`src/fmbq_pkg.sv`:
```
// fmbq_pkg: shared types and codes for the front/middle/back queue
// used by fmbq_cell and front_middle_back_queue; no dependencies
package fmbq_pkg;

	localparam int CAPACITY_DEFAULT   = 16;
	localparam int DATA_WIDTH_DEFAULT = 32;

	// operation codes carried in the mode field
	typedef enum logic [2:0] {
		MODE_PUSH_FRONT  = 3'd0,
		MODE_PUSH_MIDDLE = 3'd1,
		MODE_PUSH_BACK   = 3'd2,
		MODE_POP_FRONT   = 3'd3,
		MODE_POP_MIDDLE  = 3'd4,
		MODE_POP_BACK    = 3'd5,
		MODE_REVERSE     = 3'd6
	} fmbq_mode_t;

	typedef enum logic [1:0] {
		ST_OK    = 2'd0,
		ST_EMPTY = 2'd1,
		ST_FULL  = 2'd2
	} fmbq_status_t;

	typedef struct packed {
		logic [2:0]         mode;
		logic signed [31:0] push_value;
	} fmbq_cmd_t;

	typedef struct packed {
		logic signed [31:0] popped_value;
		logic [1:0]         status;
		logic [4:0]         occupancy;
	} fmbq_rsp_t;

	// broadcast to every cell: insert opens a gap at pos, remove closes one
	typedef struct packed {
		logic ins;
		logic rem;
	} fmbq_cell_op_t;

endpackage

```
`src/fmbq_cell.sv`:
```
// fmbq_cell: one storage cell of the queue chain
// shifts from its lower or upper neighbor, or loads the new word; uses fmbq_pkg
module fmbq_cell #(
	parameter int DATA_WIDTH = fmbq_pkg::DATA_WIDTH_DEFAULT,
	parameter int POS_WIDTH  = 4,
	parameter int INDEX      = 0
) (
	input  logic                    clk,
	input  fmbq_pkg::fmbq_cell_op_t op,
	input  logic [POS_WIDTH-1:0]    pos,
	input  logic [DATA_WIDTH-1:0]   load_word,
	input  logic [DATA_WIDTH-1:0]   lower_word,
	input  logic [DATA_WIDTH-1:0]   upper_word,
	output logic [DATA_WIDTH-1:0]   word_q
);
	import fmbq_pkg::*;

	localparam logic [POS_WIDTH-1:0] IDX = POS_WIDTH'(INDEX);

	always_ff @(posedge clk) begin
		if (op.ins) begin
			if (IDX > pos) begin
				word_q <= lower_word;
			end else if (IDX == pos) begin
				word_q <= load_word;
			end
		end else if (op.rem && IDX >= pos) begin
			word_q <= upper_word;
		end
	end

endmodule

```
`src/front_middle_back_queue.sv`:
```
// front_middle_back_queue: top level of the front/middle/back queue
// a row of fmbq_cell instances plus count, orientation and result registers;
// uses fmbq_pkg
//
//   channel   handshake          payload   notes
//   command   start / busy       cmd       taken when start && !busy
//   result    done (strobe)      rsp       one word per command, one cycle
//
// one command per cycle: busy is always low, every command is finished in the
// cycle it is taken and its result shows on rsp with done in the next cycle.
// the same-cycle finish comes from all cells shifting at once toward or away from the
// insert/remove cell; the pop word is a read of one cell through a mux.
// reset clears the count, the orientation bit and done; cell contents are
// left as they are and only cells below the count are ever read.
// the receiver cannot stall: a result is there for exactly one cycle.
module front_middle_back_queue #(
	parameter int CAPACITY   = fmbq_pkg::CAPACITY_DEFAULT,
	parameter int DATA_WIDTH = fmbq_pkg::DATA_WIDTH_DEFAULT
) (
	input  logic                clk,
	input  logic                arst_n,
	input  logic                start,
	output logic                busy,
	input  fmbq_pkg::fmbq_cmd_t cmd,
	output logic                done,
	output fmbq_pkg::fmbq_rsp_t rsp
);
	import fmbq_pkg::*;

	localparam int POS_WIDTH = $clog2(CAPACITY);
	localparam int CNT_WIDTH = $clog2(CAPACITY + 1);
	localparam logic [CNT_WIDTH-1:0] CAP_CNT = CNT_WIDTH'(CAPACITY);
	localparam logic [CNT_WIDTH-1:0] ONE_CNT = CNT_WIDTH'(1);

	logic [CNT_WIDTH-1:0]  count_q;
	logic                  rev_q;
	logic                  done_q;
	fmbq_rsp_t             rsp_q;

	logic [DATA_WIDTH-1:0] cell_word [CAPACITY];
	logic [DATA_WIDTH-1:0] load_word;

	logic                  accept;
	logic                  is_full;
	logic                  is_empty;
	logic [CNT_WIDTH-1:0]  n_less1;
	logic [CNT_WIDTH-1:0]  half_ins;
	logic [CNT_WIDTH-1:0]  half_rem;
	logic [CNT_WIDTH-1:0]  ins_pos;
	logic [CNT_WIDTH-1:0]  rem_pos;
	logic [POS_WIDTH-1:0]  cell_pos;
	fmbq_cell_op_t         op;
	logic [CNT_WIDTH-1:0]  count_d;
	logic                  rev_d;
	logic [1:0]            status_d;
	logic [31:0]           popped_d;

	// every command finishes in the cycle it is taken
	assign busy   = 1'b0;
	assign accept = start && !busy;

	assign is_full  = (count_q >= CAP_CNT);
	assign is_empty = (count_q == '0);
	assign n_less1  = count_q - ONE_CNT;
	assign half_ins = count_q >> 1;
	assign half_rem = n_less1 >> 1;

	// stored word is the push value zero-extended or cut to the cell width
	assign load_word = DATA_WIDTH'($unsigned(cmd.push_value));

	// physical insert cell: logical index k maps to k, or n-k when reversed
	always_comb begin
		unique case (cmd.mode)
			MODE_PUSH_FRONT:  ins_pos = rev_q ? count_q : '0;
			MODE_PUSH_MIDDLE: ins_pos = rev_q ? (count_q - half_ins) : half_ins;
			default:          ins_pos = rev_q ? '0 : count_q;
		endcase
	end

	// physical remove cell: logical index k maps to k, or n-1-k when reversed
	always_comb begin
		unique case (cmd.mode)
			MODE_POP_FRONT:  rem_pos = rev_q ? n_less1 : '0;
			MODE_POP_MIDDLE: rem_pos = rev_q ? (n_less1 - half_rem) : half_rem;
			default:         rem_pos = rev_q ? '0 : n_less1;
		endcase
	end

	// command decode
	always_comb begin
		op       = '0;
		count_d  = count_q;
		rev_d    = rev_q;
		status_d = ST_OK;
		popped_d = '0;
		cell_pos = ins_pos[POS_WIDTH-1:0];
		unique case (cmd.mode) inside
			MODE_PUSH_FRONT, MODE_PUSH_MIDDLE, MODE_PUSH_BACK: begin
				if (is_full) begin
					status_d = ST_FULL;
				end else begin
					op.ins  = accept;
					count_d = count_q + ONE_CNT;
				end
			end
			MODE_POP_FRONT, MODE_POP_MIDDLE, MODE_POP_BACK: begin
				cell_pos = rem_pos[POS_WIDTH-1:0];
				if (is_empty) begin
					status_d = ST_EMPTY;
				end else begin
					op.rem   = accept;
					count_d  = n_less1;
					popped_d = 32'(cell_word[rem_pos[POS_WIDTH-1:0]]);
				end
			end
			MODE_REVERSE: begin
				rev_d = !rev_q;
			end
			default: begin
				// unused code: no change, status ok
			end
		endcase
	end

	// the cell chain
	for (genvar i = 0; i < CAPACITY; i++) begin : g_cell
		logic [DATA_WIDTH-1:0] lower_word;
		logic [DATA_WIDTH-1:0] upper_word;

		// end cells never take from the missing neighbor
		if (i == 0) begin : g_low_end
			assign lower_word = cell_word[i];
		end else begin : g_low_mid
			assign lower_word = cell_word[i-1];
		end
		if (i == CAPACITY - 1) begin : g_high_end
			assign upper_word = cell_word[i];
		end else begin : g_high_mid
			assign upper_word = cell_word[i+1];
		end

		fmbq_cell #(
			.DATA_WIDTH (DATA_WIDTH),
			.POS_WIDTH  (POS_WIDTH),
			.INDEX      (i)
		) u_cell (
			.clk        (clk),
			.op         (op),
			.pos        (cell_pos),
			.load_word  (load_word),
			.lower_word (lower_word),
			.upper_word (upper_word),
			.word_q     (cell_word[i])
		);
	end

	// count, orientation and done strobe
	always_ff @(posedge clk or negedge arst_n) begin
		if (!arst_n) begin
			count_q <= '0;
			rev_q   <= 1'b0;
			done_q  <= 1'b0;
		end else begin
			done_q <= accept;
			if (accept) begin
				count_q <= count_d;
				rev_q   <= rev_d;
			end
		end
	end

	// result word, no reset needed
	always_ff @(posedge clk) begin
		if (accept) begin
			rsp_q.popped_value <= popped_d;
			rsp_q.status       <= status_d;
			rsp_q.occupancy    <= 5'(count_d);
		end
	end

	assign done = done_q;
	assign rsp  = rsp_q;

	// every taken command gives exactly one result next cycle
	assert property (@(posedge clk) disable iff (!arst_n) (start && !busy) |=> done)
		else $error("command taken without a result strobe");

	// the count never goes past the number of cells
	assert property (@(posedge clk) disable iff (!arst_n) count_q <= CAP_CNT)
		else $error("queue count above capacity");

	// a dropped push leaves the count alone
	assert property (@(posedge clk) disable iff (!arst_n)
		(accept && is_full && (cmd.mode == MODE_PUSH_FRONT || cmd.mode == MODE_PUSH_MIDDLE
			|| cmd.mode == MODE_PUSH_BACK)) |=> (count_q == $past(count_q)))
		else $error("push on full queue changed the count");

	// an error result never carries a popped word
	assert property (@(posedge clk) disable iff (!arst_n)
		(done && rsp.status != ST_OK) |-> (rsp.popped_value == '0))
		else $error("error result with nonzero popped word");

endmodule

```
`config.mk`:
```
export PLATFORM = sky130hd
export DESIGN_NAME = front_middle_back_queue
export DESIGN_NICKNAME = d
export VERILOG_FILES = /design/src/fmbq_pkg.sv /design/src/fmbq_cell.sv /design/src/front_middle_back_queue.sv
export SDC_FILE = /design/constraint.sdc
export NUM_CORES = 1
export LEC_CHECK = 0
export CAP_MARGIN = 0
export CORE_AREA = 2 2 360 362
export CTS_BUF_LIST = sky130_fd_sc_hd__clkbuf_8
export CTS_CLUSTER_SIZE = 28
export DETAILED_ROUTE_END_ITERATION = 8
export DIE_AREA = 0 0 362 364
export DONT_BUFFER_PORTS = 1
export SLEW_MARGIN = 5
export SYNTH_ARGS = -nofsm -noshare
export SYNTH_HDL_FRONTEND = slang
export SYNTH_SLANG_ARGS = --single-unit
```
`constraint.sdc`:
```
create_clock -name clk -period 6.7 [get_ports clk]
set_clock_uncertainty 0.05 [all_clocks]
set_input_delay 1.005 -clock clk [delete_from_list [all_inputs] [get_ports clk]]
set_output_delay 1.005 -clock clk [all_outputs]
set_load 0.03 [all_outputs]
```
== After elaboration in Yosys (flattened, before gate mapping) ==
Cells that the tools add are included.

* Register bits after elaboration: 558
* Output and inout bits: 41

* Add/subtract/negate cells: 4
* $lt $le $gt $ge: 33
* Reductions and logical operators: 55
* Eq/ne operators: 37
* Muxes and demuxes: 84
* Bitwise operators: 2

{| class="wikitable"
|+ Operators with widths
! kind !! number
|-
| $mux 32 || 64
|-
| $bmux 32 s4 || 1
|-
| $ne 3x1->1 const B || 14
|-
| $eq 4x4->1 const A || 8
|-
| $gt 4x4->1 const A || 8
|-
| $reduce_and 2->1 || 16
|-
| $reduce_bool 2->1 || 16
|-
| $ge 4x4->1 const A || 7
|-
| $mux 4 || 7
|-
| $eq 3x4->1 const A || 4
|-
| $ge 3x4->1 const A || 4
|-
| $gt 3x4->1 const A || 4
|-
| $pmux 4 s2 || 2
|-
| $logic_and 1x1->1 || 15
|-
| $ge 5x5->1 const B || 2
|-
| $mux 5 || 2
|-
| $pmux 5 s2 || 1
|-
| $eq 3x3->1 const B || 3
|-
| $eq 2x4->1 const A || 2
|-
| $ge 1x4->1 const A || 2
|-
| $ge 2x4->1 const A || 2
|-
| $gt 1x4->1 const A || 2
|-
| $gt 2x4->1 const A || 2
|-
| $sub 4x4->4 || 2
|-
| other kinds (18) || 25
|}

== Logic depth before layout (Yosys ltp) ==
* Depth in word-level cells: 9
* Mapped depth: 17
* Depth with buffers taken out: 15

== By module ==
From an unflattened synthesis, not the netlist that was laid out.

* Cells, all modules: 3407
* Area total of the unflattened synthesis: 34401.7 µm²

{| class="wikitable"
|+ Modules (own cells, without submodules)
! module !! area each (µm²) !! cells an instance !! instances !! seq. area each (µm²)
|-
| front_middle_back_queue || 6847.8 || 955 || 1 || 1346.3
|-
| fmbq_cell at g_cell[13].u_cell ... || 1664.1 || 141 || 2 || 960.9
|-
| fmbq_cell at g_cell[10].u_cell || 2147.1 || 190 || 1 || 960.9
|-
| fmbq_cell at g_cell[12].u_cell || 1933.1 || 183 || 1 || 960.9
|-
| fmbq_cell at g_cell[2].u_cell || 1909.3 || 187 || 1 || 960.9
|-
| fmbq_cell at g_cell[4].u_cell || 1864.3 || 184 || 1 || 960.9
|-
| fmbq_cell at g_cell[6].u_cell || 1689.1 || 177 || 1 || 960.9
|-
| fmbq_cell at g_cell[8].u_cell || 1681.6 || 142 || 1 || 960.9
|-
| fmbq_cell at g_cell[3].u_cell || 1661.6 || 141 || 1 || 960.9
|-
| fmbq_cell at g_cell[7].u_cell || 1654.1 || 177 || 1 || 960.9
|-
| fmbq_cell at g_cell[15].u_cell || 1652.8 || 140 || 1 || 960.9
|-
| fmbq_cell at g_cell[14].u_cell || 1644.1 || 178 || 1 || 960.9
|-
| fmbq_cell at g_cell[9].u_cell || 1641.6 || 177 || 1 || 960.9
|-
| fmbq_cell at g_cell[11].u_cell || 1625.3 || 112 || 1 || 960.9
|-
| +2 rows || - || - || - || -
|}

== Least setup slack after synthesis ==
Ideal clock, no wire load.

* Path kind: reg-to-reg
* From: register count_q[2]
* To: register g_cell[1].u_cell.word_q[0], enable pin
* Period minus slack after synthesis: 6.279 ns
* Buffers on the path: 2
* Slack: 0.421 ns
* Cell stages (with the launch flop): 16
* Library setup time: 0.461 ns
* Arrival time: 5.769 ns
* Cells stage by stage: dfrtp_1 > inv_1 > ha_1 > a21boi_1 > xnor2_1 > inv_2 > ha_1 > and3b_1 > or3_1 > mux2i_1 > mux2_2 > nor3_2 > nor2_1 > buf_2 > buf_2 > nor3_1

* Word-level cells in the longest chain between the ends: 9
* Elaborated cells on any way between the ends: 25
* Classes of those cells: add/sub: 3; order compare: 3; eq/ne: 2; mux: 13; reduce/logical: 4

{| class="wikitable"
|+ Ends and longest elaborated chain
! item !! line !! text
|-
| start: declaration || front_middle_back_queue.sv:35 || <nowiki>logic [CNT_WIDTH-1:0] count_q;</nowiki>
|-
| start signal: assignment || front_middle_back_queue.sv:166 || <nowiki>count_q <= count_d;</nowiki>
|-
| $sub 5x1->5 || front_middle_back_queue.sv:64 || <nowiki>assign n_less1 = count_q - ONE_CNT;</nowiki>
|-
| $sub 4x4->4 || front_middle_back_queue.sv:84 || <nowiki>MODE_POP_MIDDLE: rem_pos = rev_q ? (n_less1 - half_rem) : half_rem;</nowiki>
|-
| $mux 4 || front_middle_back_queue.sv:84 ||
|-
| $pmux 4 s2 || front_middle_back_queue.sv:82 || <nowiki>unique case (cmd.mode)</nowiki>
|-
| $mux 4 || front_middle_back_queue.sv:97 || <nowiki>unique case (cmd.mode) inside</nowiki>
|-
| $ge 1x4->1 || fmbq_cell.sv:27 || <nowiki>end else if (op.rem && IDX >= pos) begin</nowiki>
|-
| $logic_and 1x1->1 || fmbq_cell.sv:27 ||
|-
| $reduce_bool 2->1 (no source line) || - ||
|-
| $reduce_and 2->1 (no source line) * || - ||
|-
| end signal: assignment || fmbq_cell.sv:23 || <nowiki>word_q <= lower_word;</nowiki>
|-
| end signal: assignment || fmbq_cell.sv:25 || <nowiki>word_q <= load_word;</nowiki>
|-
| end signal: assignment || fmbq_cell.sv:28 || <nowiki>word_q <= upper_word;</nowiki>
|-
| end: declaration || fmbq_cell.sv:14 || <nowiki>output logic [DATA_WIDTH-1:0] word_q</nowiki>
|}

Every way passes the cells marked *; elsewhere a longest branch is shown, timed or not.
A chain may end at the register's enable or synchronous reset.

== Final worst setup path ==
* From: register count_q[2]
* To: register g_cell[12].u_cell.word_q[4], enable pin

* Word-level cells in the longest chain between the ends: 9
* Elaborated cells on any way between the ends: 25
* Classes of those cells: add/sub: 3; order compare: 3; eq/ne: 2; mux: 13; reduce/logical: 4

{| class="wikitable"
|+ Ends and longest elaborated chain
! item !! line
|-
| $sub 5x1->5 || front_middle_back_queue.sv:64
|-
| $sub 4x4->4 || front_middle_back_queue.sv:84
|-
| $mux 4 || front_middle_back_queue.sv:84
|-
| $pmux 4 s2 || front_middle_back_queue.sv:82
|-
| $mux 4 || front_middle_back_queue.sv:97
|-
| $ge 4x4->1 || fmbq_cell.sv:27
|-
| $logic_and 1x1->1 || fmbq_cell.sv:27
|-
| $reduce_bool 2->1 (no source line) || -
|-
| $reduce_and 2->1 (no source line) * || -
|-
| end signal: assignment || fmbq_cell.sv:23
|-
| end signal: assignment || fmbq_cell.sv:25
|-
| end signal: assignment || fmbq_cell.sv:28
|-
| end: declaration || fmbq_cell.sv:14
|}

Marks and branches as above.

==> impl_metrics.csv <==
group,metric,value,unit
hold_path,hold_path_class,"primary input to register",
power,powerDensity,479,nW/um2
final_layout,layout.nets,2889,
global_routing,antenna_found_initial,5,
hold_path,hold_end,"done$_DFF_PN0_",
power,power.internal,9.43,mW
critical_path,worst_path_max_delay_cell,"a21oi_4",
floorplanning,row_count,132,
logic_synthesis,yosysSeqAreaShare,52.7,%
routing,wire_per_inst,24.0,um
critical_path,end_kind,"register",
timing,fin_setup_tns,0,ns
hold_path,worstHoldStart,"start",
critical_path,reg2reg_to,"g_cell[12].u_cell.word_q[4]$_DFFE_PP_",
place,hpwlAfterDp,62400,um
routing,first_pass_iters,8,
final_layout,area_growth,11.4,%
logic_synthesis,yosysWarnings,0,
critical_path,worstSetupPathType,"register to register",
timing,timing_hold_violations_final,0,
critical_path,r2r_start,"count_q[2]$_DFFE_PN0P_",
logic_synthesis,yosysTopAreaCell,"edfxtp_1",
floorplanning,die_w,362,um
critical_path,reg2regPathDepth,15,
floorplanning,core-area,128000,um2
timing,worst_pin_slew,1.11,ns
timing,post-route-min-period,5.87,ns
critical_path,worstPathRequired,7.01,ns
clocking,clkTransAtPathRegs,0.06,ns
final_layout,mostFrequentLayoutCell,"edfxtp_1",
timing,fmax,0.170,GHz
critical_path,critPathMaxFanout,37,
routing,ant_nets,0,
clocking,clock_latency,0.71,ns
routing,wirelength,110000,um
clocking,cts.sinks,558,
floorplanning,start_util,24.7,%
global_routing,overflow,0,
timing,slew_violations,0,
logic_synthesis,syn_area,31700,um2
routing,initialDrtViolationCount,3331,
clocking,cts_max_level,3,
global_routing,grt_max_degree,216,
timing,setup_viol,0,
place,gp_congestion,0.823,
critical_path,rrSetupSlack,0.83,ns
critical_path,arrival,6.18,ns
routing,vias,25600,
timing,slew-limit-headroom,25.7,%
routing,avgViaCountPerCell,5.58,
final_layout,layout_common_cells,"551 x edfxtp_1, 526 x nand2_1, 354 x nand3_1, 289 x o211ai_1, 261 x o21ai_0",
logic_synthesis,synthCells,2982,
global_routing,grt_pass1_vias,24700,
power,swShare,44.3,%
place,numPortBuffers,0,
routing,drcViolationCount,0,
power,pwr-share-clk,17.6,%
clocking,cts_hold_buffers,1,
power,p_sw,7.49,mW
status,run_status,"finished, final reports clean",
floorplanning,die-area,132000,um2
floorplanning,dieHeight,364,um
clocking,cts_resized,0,
logic_synthesis,synth_top_area_share,52.2,%
power,seq_power_share,36.5,%
clocking,cts_max_path_buffers,3,
power,p_comb_share,45.9,%
power,p_total,16.9,mW
critical_path,crit_chain,"inv_1 > ha_1 > a21boi_1 > xnor2_1 > inv_2 > ha_1 > and3b_1 > or3_1 > mux2i_1 > mux2_4 > nor3_2 > nor2_4 > buf_4 > a21oi_4 > buf_4",
clocking,tritoncts,"done",
logic_synthesis,ys_dominant_reg_cell,"edfxtp_1",
hold_path,whs_path_depth,0,
timing,post-route-period-util,87.6,%
clocking,cts_setup_buffers,0,
logic_synthesis,ys_ff_latch,558,
critical_path,worst_path_largest_cell_delay,0.72,ns
clocking,clockRootBuffer,"clkbuf_8",
timing,rsz0062_at_grt,"false",
logic_synthesis,ys_types,58,
global_routing,grt_util_all_layers,16.2,%
logic_synthesis,synth-edff-count,551,
logic_synthesis,avgSynthCellArea,10.6,um2
power,p_leak,11.8,nW
power,ir_drop,0.474,mV
final_layout,layout-drive-gt1-share,10.3,%
logic_synthesis,synth_fp_nets,3034,
final_layout,final.fill_count,13200,
clocking,cts_buffers,103,
logic_synthesis,ys_async_sr_fraction,1.25,%
logic_synthesis,synthTopCellsByArea,"edfxtp_1 52%, o211ai_1 6.8%, mux2i_1 6.4%",
global_routing,grt_pass1_wl,163000,um
floorplanning,io_pins,79,
critical_path,critPathLaunchType,"register",
run,maxCapViolCount,0,
[cells by family (layout without fill, tap and decap cells)]
family          count (synthesis)  count (layout)  synth area share, %
simple gates                  976             976                 13.4
compound gates                788             788                 16.6
flops                         558             558                 52.7
buf+inv                       332             259                 4.20
mux                           304             304                 12.3
fa+ha+maj                      14              14                0.600
xor+xnor                        9               9                0.249
other cells                     1               2               0.0118
[synthesized netlist by cell type, types with 3 or more instances]
cell and number:
o21ai_0 261, a31oi_1 66, mux4_2 64, a221o_1 32
mux2i_1 204, o221ai_1 3, buf_4 6, nor3_1 5
mux2_2 7, a21oi_2 4, nand3b_1 3, a21oi_1 13
inv_1 12, o21ai_1 8, buf_2 51, clkbuf_1 247
nor2_1 53, edfxtp_1 551, ha_1 12, or2_2 3
o21bai_1 3, a32oi_1 63, xnor2_1 7, buf_1 13
nand3_1 359, and2_1 3, o22ai_1 33, o211ai_1 289
nand2_1 527, nor2b_1 6, dfrtp_1 7, mux2_1 29
[state kept, by name, indices dropped and copies added (netlist names)]
| register | cells |
|---|---|
| rsp | 39 |
| done | 1 |
| rev_q | 1 |
| count_q | 5 |
| g_cell.u_cell.word_q | 512 |
[layer usage]
metal	up-vias	wire, um	track usage, %
met5	-	0	0
met4	0	3230	5.02
met3	210	11700	4.35
met2	1426	49400	25.1
met1	12700	45600	21.9
li1	11200	-	-
[critical path, delay by kind of cell, from the launching register on]
family | cells | cell delay, ns
flops | 1 | 0.50
fa+ha+maj | 2 | 0.58
simple gates | 4 | 1.14
compound gates | 2 | 0.86
xor+xnor | 1 | 0.39
mux | 2 | 0.72
buf+inv | 4 | 1.25
[per-stage QoR]
step	instance area, um2	util (%)	hold slack, ns	setup slack (ns)	std cells
finish	35300	27.5	0.308	0.831	4585
global route	35300	27.5	0.264	0.481	4585
CTS	35300	27.5	0.258	0.863	4584
detailed placement	33600	26.2	0.485	0.903	4406
global placement	33600	26.2	0.476	0.909	4406
floorplan	31700	-	0.465	0.421	2982
[area by class of cell]
cell class	instances	area [um2]	area share [%]
multi-input combinational	2092	14000	39.6
timing repair buffer	67	718	2.03
clock inverter	74	325	0.921
tap	1675	2100	5.93
antenna	1	2.50	0.00708
inverter	15	63.8	0.181
clock buffer	103	1420	4.01
sequential	558	16700	47.3
[how the worst max path moves through the flow]
stage | startpoint | endpoint | slack (ns) | cells after the start
after floorplan | count_q[2]$_DFFE_PN0P_ | g_cell[1].u_cell.word_q[0]$_DFFE_PP_ | 0.42 | 15
after global placement | count_q[0]$_DFFE_PN0P_ | g_cell[8].u_cell.word_q[12]$_DFFE_PP_ | 0.91 | 14
after detailed placement | count_q[0]$_DFFE_PN0P_ | g_cell[8].u_cell.word_q[9]$_DFFE_PP_ | 0.90 | 14
after CTS | count_q[2]$_DFFE_PN0P_ | g_cell[8].u_cell.word_q[3]$_DFFE_PP_ | 0.86 | 15
after global routing | count_q[0]$_DFFE_PN0P_ | g_cell[8].u_cell.word_q[2]$_DFFE_PP_ | 0.48 | 14
final | count_q[2]$_DFFE_PN0P_ | g_cell[12].u_cell.word_q[4]$_DFFE_PP_ | 0.83 | 15
[power by group through the flow]
stage,clock (mW),sequential (mW),combinational [mW]
3_3_place_gp,0,6.23,7.52
5_1_grt,3.15,6.28,8.31
2_1_floorplan,0,5.86,5.31
4_1_cts,3.02,6.17,7.66
6_report,2.98,6.17,7.77
3_5_place_dp,0,6.22,7.66
Power figures use the tool's default switching activity.
